===== config.mk =====
export PLATFORM = sky130hd
export DESIGN_NAME = kmp_ctrl
export DESIGN_NICKNAME = d
export VERILOG_FILES = /design/src/kmp_pkg.sv /design/src/kmp_ctrl.sv
export SDC_FILE = /design/constraint.sdc
export NUM_CORES = 1
export LEC_CHECK = 0
export BUFFER_PORTS_ARGS = -buffer_cell sky130_fd_sc_hd__buf_2
export CAP_MARGIN = 20
export CORE_AREA = 2 2 39 41
export CTS_CLUSTER_DIAMETER = 150
export DETAILED_ROUTE_END_ITERATION = 7
export DIE_AREA = 0 0 41 43
export PLACE_DENSITY = 0.71
export SLEW_MARGIN = 20
export SYNTH_ARGS = -nofsm -noshare
export SYNTH_HDL_FRONTEND = slang
export SYNTH_SLANG_ARGS = --single-unit

===== constraint.sdc =====
create_clock -name clk -period 1.71 [get_ports clk]
set_input_delay 0.0855 -clock clk [delete_from_list [all_inputs] [get_ports clk]]
set_output_delay 0.0855 -clock clk [all_outputs]
set_load 0.02 [all_outputs]

===== src/kmp_pkg.sv =====
// kmp_pkg: shared sizes, codes and controller/datapath interface types
// for the KMP stream matcher. No dependencies.
package kmp_pkg;

    localparam int PATTERN_MAX   = 1024;
    localparam int ADDR_BITS     = $clog2(PATTERN_MAX);
    localparam int LEN_BITS      = ADDR_BITS + 1;
    localparam int POSITION_BITS = 24;
    localparam int SUM_BITS      = (POSITION_BITS + 1 > LEN_BITS) ? POSITION_BITS + 1 : LEN_BITS;

    typedef enum logic [1:0] {
        OP_PATTERN = 2'd0,
        OP_TEXT    = 2'd1,
        OP_READ    = 2'd2,
        OP_NONE    = 2'd3
    } op_t;

    typedef enum logic [1:0] {
        KIND_MATCH  = 2'd0,
        KIND_BORDER = 2'd1,
        KIND_RANGE  = 2'd2
    } kind_t;

    typedef enum logic [3:0] {
        S_IDLE,
        S_DECODE,
        S_PAT_START,
        S_PAT_LOAD,
        S_WALK_RD,
        S_WALK_EV,
        S_WALK_END,
        S_MATCH,
        S_RD_WAIT
    } state_t;

    // border store read address source
    typedef enum logic [1:0] {
        RD_LEN = 2'd0,
        RD_IDX = 2'd1,
        RD_J   = 2'd2
    } rd_sel_t;

    typedef struct packed {
        logic    capture;
        logic    clear;
        logic    pos_inc;
        logic    j_from_ms;
        logic    j_from_border;
        logic    j_step;
        logic    append;
        logic    append_zero;
        logic    ms_from_j;
        logic    ms_from_border;
        rd_sel_t rd_sel;
        logic    emit_match;
        logic    emit_border;
        logic    emit_range;
    } cmd_t;

    typedef struct packed {
        op_t  op;
        logic first;
        logic len_zero;
        logic len_full;
        logic idx_ok;
        logic j_zero;
        logic j_ge_len;
        logic j_eq_len;
        logic sym_eq;
    } status_t;

endpackage


===== src/kmp_ctrl.sv =====
// kmp_ctrl: sequencing FSM for the KMP stream matcher.
// Depends on kmp_pkg; drives commands into kmp_dp and reads its status.
module kmp_ctrl
(
    input  logic             clk,
    input  logic             rst_n,
    input  logic             start,
    input  kmp_pkg::status_t status,
    output kmp_pkg::cmd_t    cmd,
    output logic             busy
);

    kmp_pkg::state_t state_reg;
    kmp_pkg::state_t state_next;

    always_ff @(posedge clk or negedge rst_n)
    begin
        if (!rst_n)
        begin
            state_reg <= kmp_pkg::S_IDLE;
        end
        else
        begin
            state_reg <= state_next;
        end
    end

    always_comb
    begin
        cmd        = '0;
        cmd.rd_sel = kmp_pkg::RD_J;
        state_next = state_reg;
        busy       = 1'b1;
        unique case (state_reg)
            kmp_pkg::S_IDLE:
            begin
                busy = 1'b0;
                if (start)
                begin
                    cmd.capture = 1'b1;
                    state_next  = kmp_pkg::S_DECODE;
                end
            end
            kmp_pkg::S_DECODE:
            begin
                unique case (status.op)
                    kmp_pkg::OP_PATTERN:
                    begin
                        cmd.clear  = status.first;
                        state_next = kmp_pkg::S_PAT_START;
                    end
                    kmp_pkg::OP_TEXT:
                    begin
                        cmd.pos_inc = 1'b1;
                        if (status.len_zero)
                        begin
                            state_next = kmp_pkg::S_IDLE;
                        end
                        else
                        begin
                            cmd.j_from_ms = 1'b1;
                            state_next    = kmp_pkg::S_WALK_RD;
                        end
                    end
                    kmp_pkg::OP_READ:
                    begin
                        if (status.idx_ok)
                        begin
                            cmd.rd_sel = kmp_pkg::RD_IDX;
                            state_next = kmp_pkg::S_RD_WAIT;
                        end
                        else
                        begin
                            cmd.emit_range = 1'b1;
                            state_next     = kmp_pkg::S_IDLE;
                        end
                    end
                    default:
                    begin
                        state_next = kmp_pkg::S_IDLE;
                    end
                endcase
            end
            kmp_pkg::S_PAT_START:
            begin
                if (status.len_full)
                begin
                    state_next = kmp_pkg::S_IDLE;
                end
                else if (status.len_zero)
                begin
                    cmd.append      = 1'b1;
                    cmd.append_zero = 1'b1;
                    state_next      = kmp_pkg::S_IDLE;
                end
                else
                begin
                    cmd.rd_sel = kmp_pkg::RD_LEN;
                    state_next = kmp_pkg::S_PAT_LOAD;
                end
            end
            kmp_pkg::S_PAT_LOAD:
            begin
                cmd.j_from_border = 1'b1;
                state_next        = kmp_pkg::S_WALK_RD;
            end
            kmp_pkg::S_WALK_RD:
            begin
                // pattern[j] and border[j-1] are fetched together
                cmd.rd_sel = kmp_pkg::RD_J;
                state_next = kmp_pkg::S_WALK_EV;
            end
            kmp_pkg::S_WALK_EV:
            begin
                if (!status.j_zero && (status.j_ge_len || !status.sym_eq))
                begin
                    cmd.j_from_border = 1'b1;
                    state_next        = kmp_pkg::S_WALK_RD;
                end
                else
                begin
                    cmd.j_step = 1'b1;
                    state_next = kmp_pkg::S_WALK_END;
                end
            end
            kmp_pkg::S_WALK_END:
            begin
                if (status.op == kmp_pkg::OP_PATTERN)
                begin
                    cmd.append = 1'b1;
                    state_next = kmp_pkg::S_IDLE;
                end
                else
                begin
                    cmd.ms_from_j = 1'b1;
                    if (status.j_eq_len)
                    begin
                        cmd.rd_sel = kmp_pkg::RD_LEN;
                        state_next = kmp_pkg::S_MATCH;
                    end
                    else
                    begin
                        state_next = kmp_pkg::S_IDLE;
                    end
                end
            end
            kmp_pkg::S_MATCH:
            begin
                cmd.emit_match     = 1'b1;
                cmd.ms_from_border = 1'b1;
                state_next         = kmp_pkg::S_IDLE;
            end
            kmp_pkg::S_RD_WAIT:
            begin
                cmd.emit_border = 1'b1;
                state_next      = kmp_pkg::S_IDLE;
            end
            default:
            begin
                state_next = kmp_pkg::S_IDLE;
            end
        endcase
    end

endmodule


==> results by group, run 1 <==
Run status
  – Outcome: complete, no violations

Cells and area
  – Number of flip-flops in the largest register: 4
  – Area Growth Syn to Fin: 39.5%
  – Fillers: 140
  – Net count, final: 98
  – Ant diodes: 0
  – Share of cells above drive strength 1: 59.0%
  – Final core utilization: 51.1%

Worst hold path
  – Worst Hold Class: input pin to async pin

Clock network
  – Clock Pin Slew Worst Setup and Hold Paths: 0.04 ns
  – # clock sinks: 4
  – Max clock buf depth: 2
  – CTS tree: yes
  – Total CTS buffers: 3
  – Clock root cell: clkbuf_4
  – H-tree levels: 1
  – Worst-Skew Late Latency: 0.23 ns

Yosys
  – Simple-gate share of the synthesized area: a little under three fifths
  – Syn_area_per_cell: 9.74 um^2
  – Main combinational cell family by area after synthesis: simple AND/OR/NAND/NOR gates
  – Top-count cell post-synth: dfrtp_1
  – Async S/R FF share, synth: 100%
  – Post-synth top cells: dfrtp_1, and4b_2, buf_4, nor2_1, nor2b_1
  – Synth Area in XOR/XNOR: 0%
  – Synthesized cell area: ~510 um^2
  – Post-synth EDFFs: 0
  – Synth area leaders: dfrtp_1, nor4b_4, and4b_2
  – Cells after Synth: 52
  – Adder-cell share of the synthesized area: 0%
  – Post-synth top area share: 19.8%
  – Mapped Nets: 65
  – Synth warn: 0
  – #FFs+latches synth: 4
  – Count of cell types in the netlist: 35
  – Complex-gate fraction of the synthesized area: between 10 and 15%
  – Most used DFF post-synth: dfrtp_1
  – Synth area leader: dfrtp_1
  – Seq/Total Area, Yosys: 19.8%
  – Post-synthesis mux area share: 0%

Power and ir drop
  – Clock power frac: 11.9%
  – Psw: roughly 450 uW
  – Internal: between 500 and 600 uW
  – Sw frac: 46.1%
  – Worst ir drop on vdd: 549 uV
  – Comb pwr share: around 66%
  – PD cells: 1370 nW/um^2
  – Pleak: 0.000368 uW
  – Register share of total power: 21.7%

Setup path
  – Crit Reg-Reg Endpoint: state_reg[2]$_DFFE_PN0P_
  – R2r startpoint: state_reg[0]$_DFFE_PN0P_
  – Worst setup startpoint: state_reg[3]$_DFFE_PN0P_
  – Critical path endpoint category: output pin
  – Critical Path AT: between 1.5 and 2 ns
  – Crit path max fanout: 8
  – Worst EP required: approximately 1.6 ns
  – R2R Setup Slk: 0.22 ns
  – Register-to-Register Path Depth: 4
  – Crit Path Category: flip-flop to output pin
  – Nature of the critical path startpoint: flip-flop

Die
  – IO Pins: 29
  – Die W: 41 um
  – Core outline area: 1380 um^2
  – Initial Util: between 30% and 40%
  – Die Area: 1760 um^2
  – Site row count: 14
  – Die height: approximately 43 um

STA
  – Fin worst setup slack: around 0.089 ns
  – Final setup vio count: 0
  – Final min period: 1.62 ns
  – Final period util: 94.8%
  – Worst slew pin tran: 0.330 ns
  – Final hold slack: 0.196 ns
  – Setup Skew: 0.00127 ns
  – Fmax: 617 MHz
  – Slew Viols, Final: 0
  – Slew Limit Headroom: 78.0%
  – Final hold vios: 0

Route
  – ANT nets after route: 0
  – Vias: 537
  – Post-Route WL: 1220 um
  – Residual DRC count: 0
  – DR WL/cell: 12.3 um
  – Initial DRC count: 4
  – Vias per Instance: 5.42
  – Total iterations of the first detailed-routing run: 4

Placed design
  – HPWL after detailed placement: 907 um
  – Placer's final routability congestion estimate: 0.710
  – IO buf count: 28
  – Worst Setup Slack post-DPL: 0.205 ns

Global routing
  – Total track usage: 16.2%
  – GR Util met2: around a quarter
  – First-pass GRT wire length: 1950 um
  – Largest net degree at the start of global routing: 12
  – Vias in the first global route: 464
  – Grt ovf: 0
  – Antenna violations before repair: 0
  – Met3 usage: 6.28%
  – Global route hottest layer: met2
  – Met1 usage: 20.5%

Flow run
  – Max_cap viols: 0
[metrics by stage]
stage	cells	total power, uW	TNS [ns]	cell area, um^2
2_1_floorplan	52	663	0	507
3_3_place_gp	92	802	0	638
3_5_place_dp	92	812	0	638
4_1_cts	97	954	0	678
5_1_grt	99	1050	-0.00162	707
6_report	99	969	0	707
[worst max path at each step]
| stage | end | slack (ns) | cells past startpoint |
|---|---|---|---|
| finish | cmd[4] | 0.09 | 4 |
| global route | cmd[4] | -0.002 | 4 |
| CTS | cmd[8] | 0.007 | 4 |
| detailed placement | cmd[11] | 0.21 | 3 |
| global placement | cmd[0] | 0.24 | 3 |
| floorplan | cmd[1] | 0.26 | 2 |
[layer usage]
metal / vias to the layer above / routed length, um
met2: 28 / 596
li1: 266 / -
met1: 243 / 521
met5: - / 0
met3: 0 / 101
met4: 0 / 0
[placed cells by master, fill, tap and decap left out, drive strengths merged]
cell type | synthesis | layout
or3 | 1 | 1
nand2b | 2 | 2
a2111o | 1 | 1
dlygate4sd3 | 0 | 1
or2b | 1 | 1
a22o | 1 | 1
dfrtp | 4 | 4
nand3b | 2 | 2
nor2b | 3 | 3
nand4bb | 1 | 1
nor2 | 3 | 3
a21oi | 2 | 2
clkbuf | 0 | 3
and4b | 3 | 3
and3 | 2 | 2
o21ai | 1 | 1
and4bb | 2 | 2
nor4b | 3 | 3
a22oi | 1 | 1
inv | 1 | 1
and2 | 1 | 1
a31oi | 1 | 1
nor4bb | 1 | 1
o31a | 1 | 1
nand2 | 1 | 1
buf | 6 | 33
o31ai | 1 | 1
nor4 | 2 | 2
nor3b | 1 | 1
a311oi | 1 | 1
and3b | 2 | 2
[repair_timing]
action                                 in CTS  in global routing
setup buffers                               1                  2
gates resized for setup                     0                  5
pin swaps                                   0                  2
setup endpoints to repair                   6                  8
endpoints found under the hold margin       4                  0
hold buffers                                1                  0
[logic make-up after synthesis]
kind of cell / Yosys count
AO/OA/AOI/OAI: 10
buffers and inverters: 7
flip-flops: 4
AND/OR/NAND/NOR: 31
[power groups by stage]
stage	Sequential (uW)	Combinational [uW]	Clock, uW
2_1_floorplan	164	499	0
5_1_grt	218	703	125
6_report	210	644	115
3_3_place_gp	206	596	0
4_1_cts	207	628	119
3_5_place_dp	208	604	0
[cell type report]
type	count	area (um^2)	area share [%]
flip-flops and latches	4	103	14.5
clock buffers	3	22.5	3.19
repair buffers	34	190	26.9
well taps	16	20.0	2.83
multi-input cells	41	368	52.0
inverters	1	3.75	0.531
[critical path, stage by stage, from the launching register on]
cell and delay (ns):
dfrtp_2 0.48, nor4bb_4 0.41, a22oi_1 0.14, o31ai_1 0.08, buf_2 0.20
Power figures use the tool's default switching activity.
==> run 2: changes to the inputs <==
--- a/config.mk
+++ b/config.mk
@@ -7,11 +7,13 @@
 export LEC_CHECK = 0
 export BUFFER_PORTS_ARGS = -buffer_cell sky130_fd_sc_hd__buf_2
 export CAP_MARGIN = 20
-export CORE_AREA = 2 2 39 41
+export CELL_PAD_IN_SITES_DETAIL_PLACEMENT = 0
+export CELL_PAD_IN_SITES_GLOBAL_PLACEMENT = 2
+export CORE_AREA = 2 2 50 52
 export CTS_CLUSTER_DIAMETER = 150
 export DETAILED_ROUTE_END_ITERATION = 7
-export DIE_AREA = 0 0 41 43
-export PLACE_DENSITY = 0.71
+export DIE_AREA = 0 0 52 54
+export PLACE_DENSITY_LB_ADDON = 0.1
 export SLEW_MARGIN = 20
 export SYNTH_ARGS = -nofsm -noshare
 export SYNTH_HDL_FRONTEND = slang
==> run 2 against run 1 <==
Effect of this change:
- hold slack worse by 0.0069 ns
- power up 3.9%
- die area grew 59%
- utilization decreased by 19 points
- critical path type unchanged
- fmax is 0.83% higher
- cell count rose by 17%
- sequential share of layout area decreased by 0.69 points
- first-iteration DRC count down 75%
- non-clock buffer count grew 3
- cell area grew 5.0%
- register-to-register slack about the same
- flip-flop and latch count is the same
==> results by group, run 2 (synthesized netlist as in run 1, its figures left out) <==
Run status
  – Outcome: complete, no violations

Die
  – Initial Util: 21.8% (-15 points)
  – Die Area: 2810 um^2 (+59%)
  – Die W: 52 um (+27%)
  – Core outline area: 2320 um^2 (+68%)
  – Site row count: 18 (+4)
  – Die height: 54 um (+26%)
  – IO Pins: 29 (unchanged)

STA
  – Final min period: 1.61 ns (-0.0134 ns)
  – Fmax: 622 MHz (+0.83%)
  – Setup Skew: 0.000462 ns (-0.000809 ns)
  – Final hold vios: 0 (unchanged)
  – Slew Viols, Final: 0 (unchanged)
  – RSZ-0062 raised after global routing: no
  – Fin worst setup slack: 0.102 ns (+0.0134 ns)
  – Final TNS setup: 0 ns (unchanged)
  – Worst slew pin tran: 0.289 ns (-0.0402 ns)
  – Final setup vio count: 0 (unchanged)
  – Slew Limit Headroom: 80.6% (+2.6 points)
  – Final period util: 94.0% (-0.78 points)
  – Final hold slack: 0.189 ns (-0.00693 ns)

Power and ir drop
  – Internal: 555 uW (+6.3%)
  – Pleak: 0.000383 uW (+4.2%)
  – Comb pwr share: 68.6% (+2.2 points)
  – Sw frac: 44.9% (-1.2 points)
  – Clock power frac: 11.0% (-0.9 points)
  – PD cells: 1360 nW/um^2 (-1.0%)
  – Register share of total power: 20.4% (-1.3 points)
  – Worst ir drop on vdd: 659 uV (+20%)
  – Pwr Total: 1010 uW (+3.9%)
  – Psw: 452 uW (+1.2%)

Clock network
  – Clock Pin Slew Worst Setup and Hold Paths: 0.03 ns (about the same)
  – Max clock buf depth: 2 (unchanged)
  – H-tree levels: 1 (unchanged)
  – Total CTS buffers: 3 (unchanged)
  – Worst-Skew Late Latency: 0.23 ns (about the same)
  – Clock root cell: clkbuf_4
  – CTS tree: yes
  – # clock sinks: 4 (unchanged)

Setup path
  – Critical path endpoint category: output pin
  – Crit Path Category: flip-flop to output pin
  – Crit path max fanout: 8 (unchanged)
  – Worst EP required: 1.62 ns (about the same)
  – Critical Path AT: 1.52 ns (-0.02 ns)
  – Nature of the critical path startpoint: flip-flop

Cells and area
  – Area Growth Syn to Fin: 46.4%
  – Fillers: 262 (+87%)
  – Share of cells above drive strength 1: 60.5% (+1.4 points)
  – Most common cell after layout, fill and taps aside: buf_2
  – Most frequent cells in the layout: buf_2, buf_4, and4b_2, nor2b_1, clkbuf_4
  – Final core utilization: 32.0% (-19 points)
  – Ant diodes: 0 (unchanged)
  – Number of flip-flops in the largest register: 4 (unchanged)
  – Net count, final: 101 (+3.1%)

Placed design
  – Placer's final routability congestion estimate: 0.665 (-6.4%)
  – IO buf count: 28 (unchanged)
  – Worst Setup Slack post-DPL: 0.162 ns (-0.0431 ns)
  – HPWL after detailed placement: 1060 um (+17%)

Route
  – Post-Route WL: 1390 um (+14%)
  – Residual DRC count: 0 (unchanged)
  – Vias per Instance: 4.61 (-15%)
  – Vias: 535 (-0.37%)
  – ANT nets after route: 0 (unchanged)
  – Initial DRC count: 1 (-3)
  – DR WL/cell: 12.0 um (-2.5%)
  – Total iterations of the first detailed-routing run: 2 (-2)

Global routing
  – Total track usage: 10.7% (-5.5 points)
  – Vias in the first global route: 492 (+6.0%)
  – First-pass GRT wire length: 2200 um (+13%)
  – Largest net degree at the start of global routing: 12 (unchanged)
  – Grt ovf: 0 (unchanged)
  – Antenna violations before repair: 0 (unchanged)

Worst hold path
  – Worst Hold Class: input pin to async pin

Flow run
  – Max_cap viols: 0 (unchanged)
run 2: changes by cell type in the layout (fill, tap and decap cells not counted), sizes merged:
cell    before  now
buf         33   35
clkbuf       3    4
run 2: area by class of cell:
type,count,area [um^2],area share (%)
multi-input cells,41,368,49.6
repair buffers,37,208,28.0
flip-flops and latches,4,103,13.8
well taps,30,37.5,5.06
clock buffers,3,22.5,3.04
inverters,1,3.75,0.506
run 2: final timing paths:
kind	start	endpoint	slack, ns	cells after the start
setup / recovery	state_reg[1]$_DFFE_PN0P_	cmd[11]	0.10	4
hold / removal	rst_n	state_reg[1]$_DFFE_PN0P_	0.19	2
setup reg to reg	state_reg[0]$_DFFE_PN0P_	state_reg[2]$_DFFE_PN0P_	0.23	4
hold reg to reg	state_reg[0]$_DFFE_PN0P_	state_reg[0]$_DFFE_PN0P_	0.83	3
max in group asynchronous	rst_n	state_reg[0]$_DFFE_PN0P_	1.40	2
min in group clk	status[4]	state_reg[3]$_DFFE_PN0P_	0.21	2
run 2: critical path, cell delays in order (launching register included):
cell      delay, ns
dfrtp_1        0.43
nor4b_4        0.28
buf_4          0.18
and4bb_1       0.22
buf_2          0.17
run 2: per-layer routing:
layer	global-route usage, %	vias to the layer above	share of wire, %
met3	1.11	0	4.8
met5	0	-	0
met4	5.26	0	0
met1	13.5	246	46
li1	-	272	-
met2	18.1	17	50
run 2: through the flow:
step           instance area [um^2]  instances
3_3_place_gp                    663        107
4_1_cts                         718        113
6_report                        742        116
2_1_floorplan                   507         52
3_5_place_dp                    663        107
5_1_grt                         742        116
run 2: repair_timing:
item,CTS,global route
buffers inserted,2,3
hold endpoints to repair,4,0
hold buffers,1,0
gates resized for setup,2,2
pin swaps,2,2
setup endpoints to repair,7,5
run 2: power by group through the flow:
stage	clock network (uW)	registers, uW	logic, uW
finish	111	206	690
global placement	0	204	654
global route	121	213	769
detailed placement	0	204	636
CTS	117	205	685
floorplan	0	164	499
==> run 3: changes to the inputs <==
--- a/config.mk
+++ b/config.mk
@@ -5,14 +5,15 @@
 export SDC_FILE = /design/constraint.sdc
 export NUM_CORES = 1
 export LEC_CHECK = 0
+export ABC_AREA = 1
 export BUFFER_PORTS_ARGS = -buffer_cell sky130_fd_sc_hd__buf_2
 export CAP_MARGIN = 20
 export CELL_PAD_IN_SITES_DETAIL_PLACEMENT = 0
 export CELL_PAD_IN_SITES_GLOBAL_PLACEMENT = 2
-export CORE_AREA = 2 2 50 52
+export CORE_AREA = 2 2 53 55
 export CTS_CLUSTER_DIAMETER = 150
 export DETAILED_ROUTE_END_ITERATION = 7
-export DIE_AREA = 0 0 52 54
+export DIE_AREA = 0 0 55 57
 export PLACE_DENSITY_LB_ADDON = 0.1
 export SLEW_MARGIN = 20
 export SYNTH_ARGS = -nofsm -noshare
==> run 3 against run 2 <==
Effect of this change:
- clock-buffer cell count is the same
- combinational power shrank 14%
- sequential power shrank 4%
- utilization shrank 7.0 points
- clock skew is essentially flat
- cell area shrank 12%
- critical path type unchanged
- cell count grew 16%
- flip-flop and latch count is the same
- clock power is essentially flat
- sequential share of layout area grew 1.5 points
==> results by group, run 3 <==
Power and ir drop
  – Psw: 496 uW (+9.8%)
  – Pleak: 0.000371 uW (-3.0%)
  – Worst ir drop on vdd: 397 uV (-40%)
  – Sw frac: 55.2% (+10 points)
  – Internal: 404 uW (-27%)
  – Comb pwr share: 65.5% (-3.1 points)
  – Register share of total power: 21.9% (+1.5 points)
  – PD cells: 1380 nW/um^2 (+1.3%)
  – Clock power frac: 12.6% (+1.6 points)

Cells and area
  – Area Growth Syn to Fin: 39.5%
  – Most frequent cells in the layout: buf_2, nor2_1, inv_1, nand2_1, nand3_1
  – Fillers: 308 (+18%)
  – Number of flip-flops in the largest register: 4 (unchanged)
  – Net count, final: 118 (+17%)
  – Most common cell after layout, fill and taps aside: buf_2
  – Ant diodes: 0 (unchanged)
  – Share of cells above drive strength 1: 45.6% (-15 points)

Route
  – Total iterations of the first detailed-routing run: 3 (+1)
  – DR WL/cell: 9.19 um (-23%)
  – ANT nets after route: 0 (unchanged)
  – Initial DRC count: 9 (+8)
  – Vias: 525 (-1.9%)
  – Post-Route WL: 1230 um (-12%)
  – Vias per Instance: 3.92 (-15%)
  – Residual DRC count: 0 (unchanged)

Run status
  – Outcome: complete, no violations

Yosys
  – Mapped Nets: 87 (+34%)
  – Synth area leader: dfrtp_1
  – Post-synth top area share: 21.3% (+1.6 points)
  – Post-synth EDFFs: 0 (unchanged)
  – Synth warn: 0 (unchanged)
  – Seq/Total Area, Yosys: 21.3% (+1.6 points)
  – #FFs+latches synth: 4 (unchanged)
  – Count of cell types in the netlist: 22 (-37%)
  – Async S/R FF share, synth: 100% (unchanged)
  – Syn_area_per_cell: 6.34 um^2 (-35%)
  – Post-synth top cells: nor2_1, inv_1, nand2_1, nand3_1, nand2_2
  – Cells after Synth: 74 (+42%)
  – Synthesized cell area: 469 um^2 (-7.4%)
  – Synth area leaders: dfrtp_1, nor2_1, inv_1
  – Most used DFF post-synth: dfrtp_1
  – Top-count cell post-synth: nor2_1

Clock network
  – Total CTS buffers: 3 (unchanged)
  – Post-CTS Resized: 0 (-2)
  – # clock sinks: 4 (unchanged)
  – Max clock buf depth: 2 (unchanged)
  – Hold-fix buffers, CTS: 1 (unchanged)
  – Clock Pin Slew Worst Setup and Hold Paths: 0.03 ns (about the same)
  – CTS tree: yes
  – Clock root cell: clkbuf_4
  – Worst-Skew Late Latency: 0.23 ns (about the same)
  – H-tree levels: 1 (unchanged)
  – # Post-CTS Setup Buffers: 0 (-2)

Worst hold path
  – Hold Path Stages: 3
  – Worst Hold Class: input pin to flip-flop

Die
  – IO Pins: 29 (unchanged)
  – Core outline area: 2620 um^2 (+13%)
  – Site row count: 19 (+1)
  – Initial Util: 17.9% (-3.9 points)
  – Die Area: 3140 um^2 (+12%)
  – Die height: 57 um (+5.6%)
  – Die W: 55 um (+5.8%)

STA
  – Final period util: 86.5% (-7.5 points)
  – Final setup vio count: 0 (unchanged)
  – Final TNS setup: 0 ns (unchanged)
  – Setup Skew: 0.000226 ns (-0.000236 ns)
  – Final hold vios: 0 (unchanged)
  – Slew Limit Headroom: 79.9% (-0.70 points)
  – Worst slew pin tran: 0.301 ns (+0.0116 ns)
  – Fmax: 676 MHz (+8.7%)
  – Final min period: 1.48 ns (-0.129 ns)
  – Slew Viols, Final: 0 (unchanged)
  – RSZ-0062 raised after global routing: no
  – Final hold slack: 0.142 ns (-0.0470 ns)

Setup path
  – CP max stage delay: 0.42 ns (about the same)
  – Critical Path AT: 1.39 ns (-0.13 ns)
  – Worst EP required: 1.62 ns (about the same)
  – Register-to-Register Path Depth: 5 (+1)
  – Crit-path cells: nor2_4 > nand3_4 > inv_2 > nand2_1 > nand3_1 > buf_2
  – CP max-delay cell: dfrtp_1
  – Crit Path Category: flip-flop to output pin
  – Critical path endpoint category: output pin
  – Nature of the critical path startpoint: flip-flop
  – Crit path max fanout: 8 (unchanged)

Global routing
  – Total track usage: 9.04% (-1.7 points)
  – Antenna violations before repair: 0 (unchanged)
  – Grt ovf: 0 (unchanged)
  – First-pass GRT wire length: 2040 um (-7.5%)
  – Vias in the first global route: 472 (-4.1%)
  – Largest net degree at the start of global routing: 9 (-3)

Placed design
  – Placer's final routability congestion estimate: 0.652 (-1.9%)
  – IO buf count: 28 (unchanged)
  – HPWL after detailed placement: 1090 um (+2.8%)

Flow run
  – Max_cap viols: 0 (unchanged)
[run 3: cell families (layout without fill, tap and decap cells)]
family	after synthesis	count (layout)	share of synthesized area [%]
simple gates	49	49	56.8
buf+inv	17	46	16.8
flops	4	4	21.3
compound gates	4	4	5.07
[run 3: layout make-up]
| cell class | instances | area [um^2] | share of cell area [%] |
|---|---|---|---|
| clock buffer | 3 | 22.5 | 3.44 |
| inverter | 14 | 52.6 | 8.03 |
| multi-input combinational | 53 | 290 | 44.4 |
| sequential | 4 | 100 | 15.3 |
| tap | 31 | 38.8 | 5.93 |
| timing repair buffer | 29 | 150 | 22.9 |
[run 3: layer usage]
metal  global-route usage [%]  wire (um)  up-vias
met4                     5.23         11        0
met1                     12.4        571      219
met2                     12.8        577       16
li1                         -          -      288
met3                     2.09         70        2
met5                        0          0        -
[run 3: worst max-delay path: cells and delay by family, from the launching register on]
kind / cells / cell delay (ns)
buffers and inverters: 2 / 0.25
DFF: 1 / 0.42
and+or+nand+nor: 4 / 0.48
[run 3: worst paths after layout]
| check | start | end | slack, ns |
|---|---|---|---|
| max | state_reg[2]$_DFFE_PN0P_ | cmd[4] | 0.23 |
| min | start | state_reg[0]$_DFFE_PN0P_ | 0.14 |
| max reg2reg | state_reg[2]$_DFFE_PN0P_ | state_reg[2]$_DFFE_PN0P_ | 0.57 |
| min reg2reg | state_reg[3]$_DFFE_PN0P_ | state_reg[2]$_DFFE_PN0P_ | 0.69 |
| max in group asynchronous | rst_n | state_reg[2]$_DFFE_PN0P_ | 1.41 |
| min in group asynchronous | rst_n | state_reg[3]$_DFFE_PN0P_ | 0.19 |
[run 3: power groups by stage]
stage                     Combinational, uW  Clock [uW]  Sequential, uW
after floorplan                         491           0             167
after global placement                  611           0             200
after detailed placement                598           0             197
after CTS                               602         118             197
after global routing                    663         121             205
final                                   590         113             197
[run 3: metrics by stage]
step	total power [uW]	worst slack, ns	area [um^2]	utilization (%)	cells
final	900	0.231	654	25.0	134
after global routing	989	0.112	654	25.0	134
after CTS	917	0.210	654	25.0	134
after detailed placement	795	0.465	622	23.8	130
after global placement	811	0.421	622	23.8	130
after floorplan	658	0.287	469	-	74
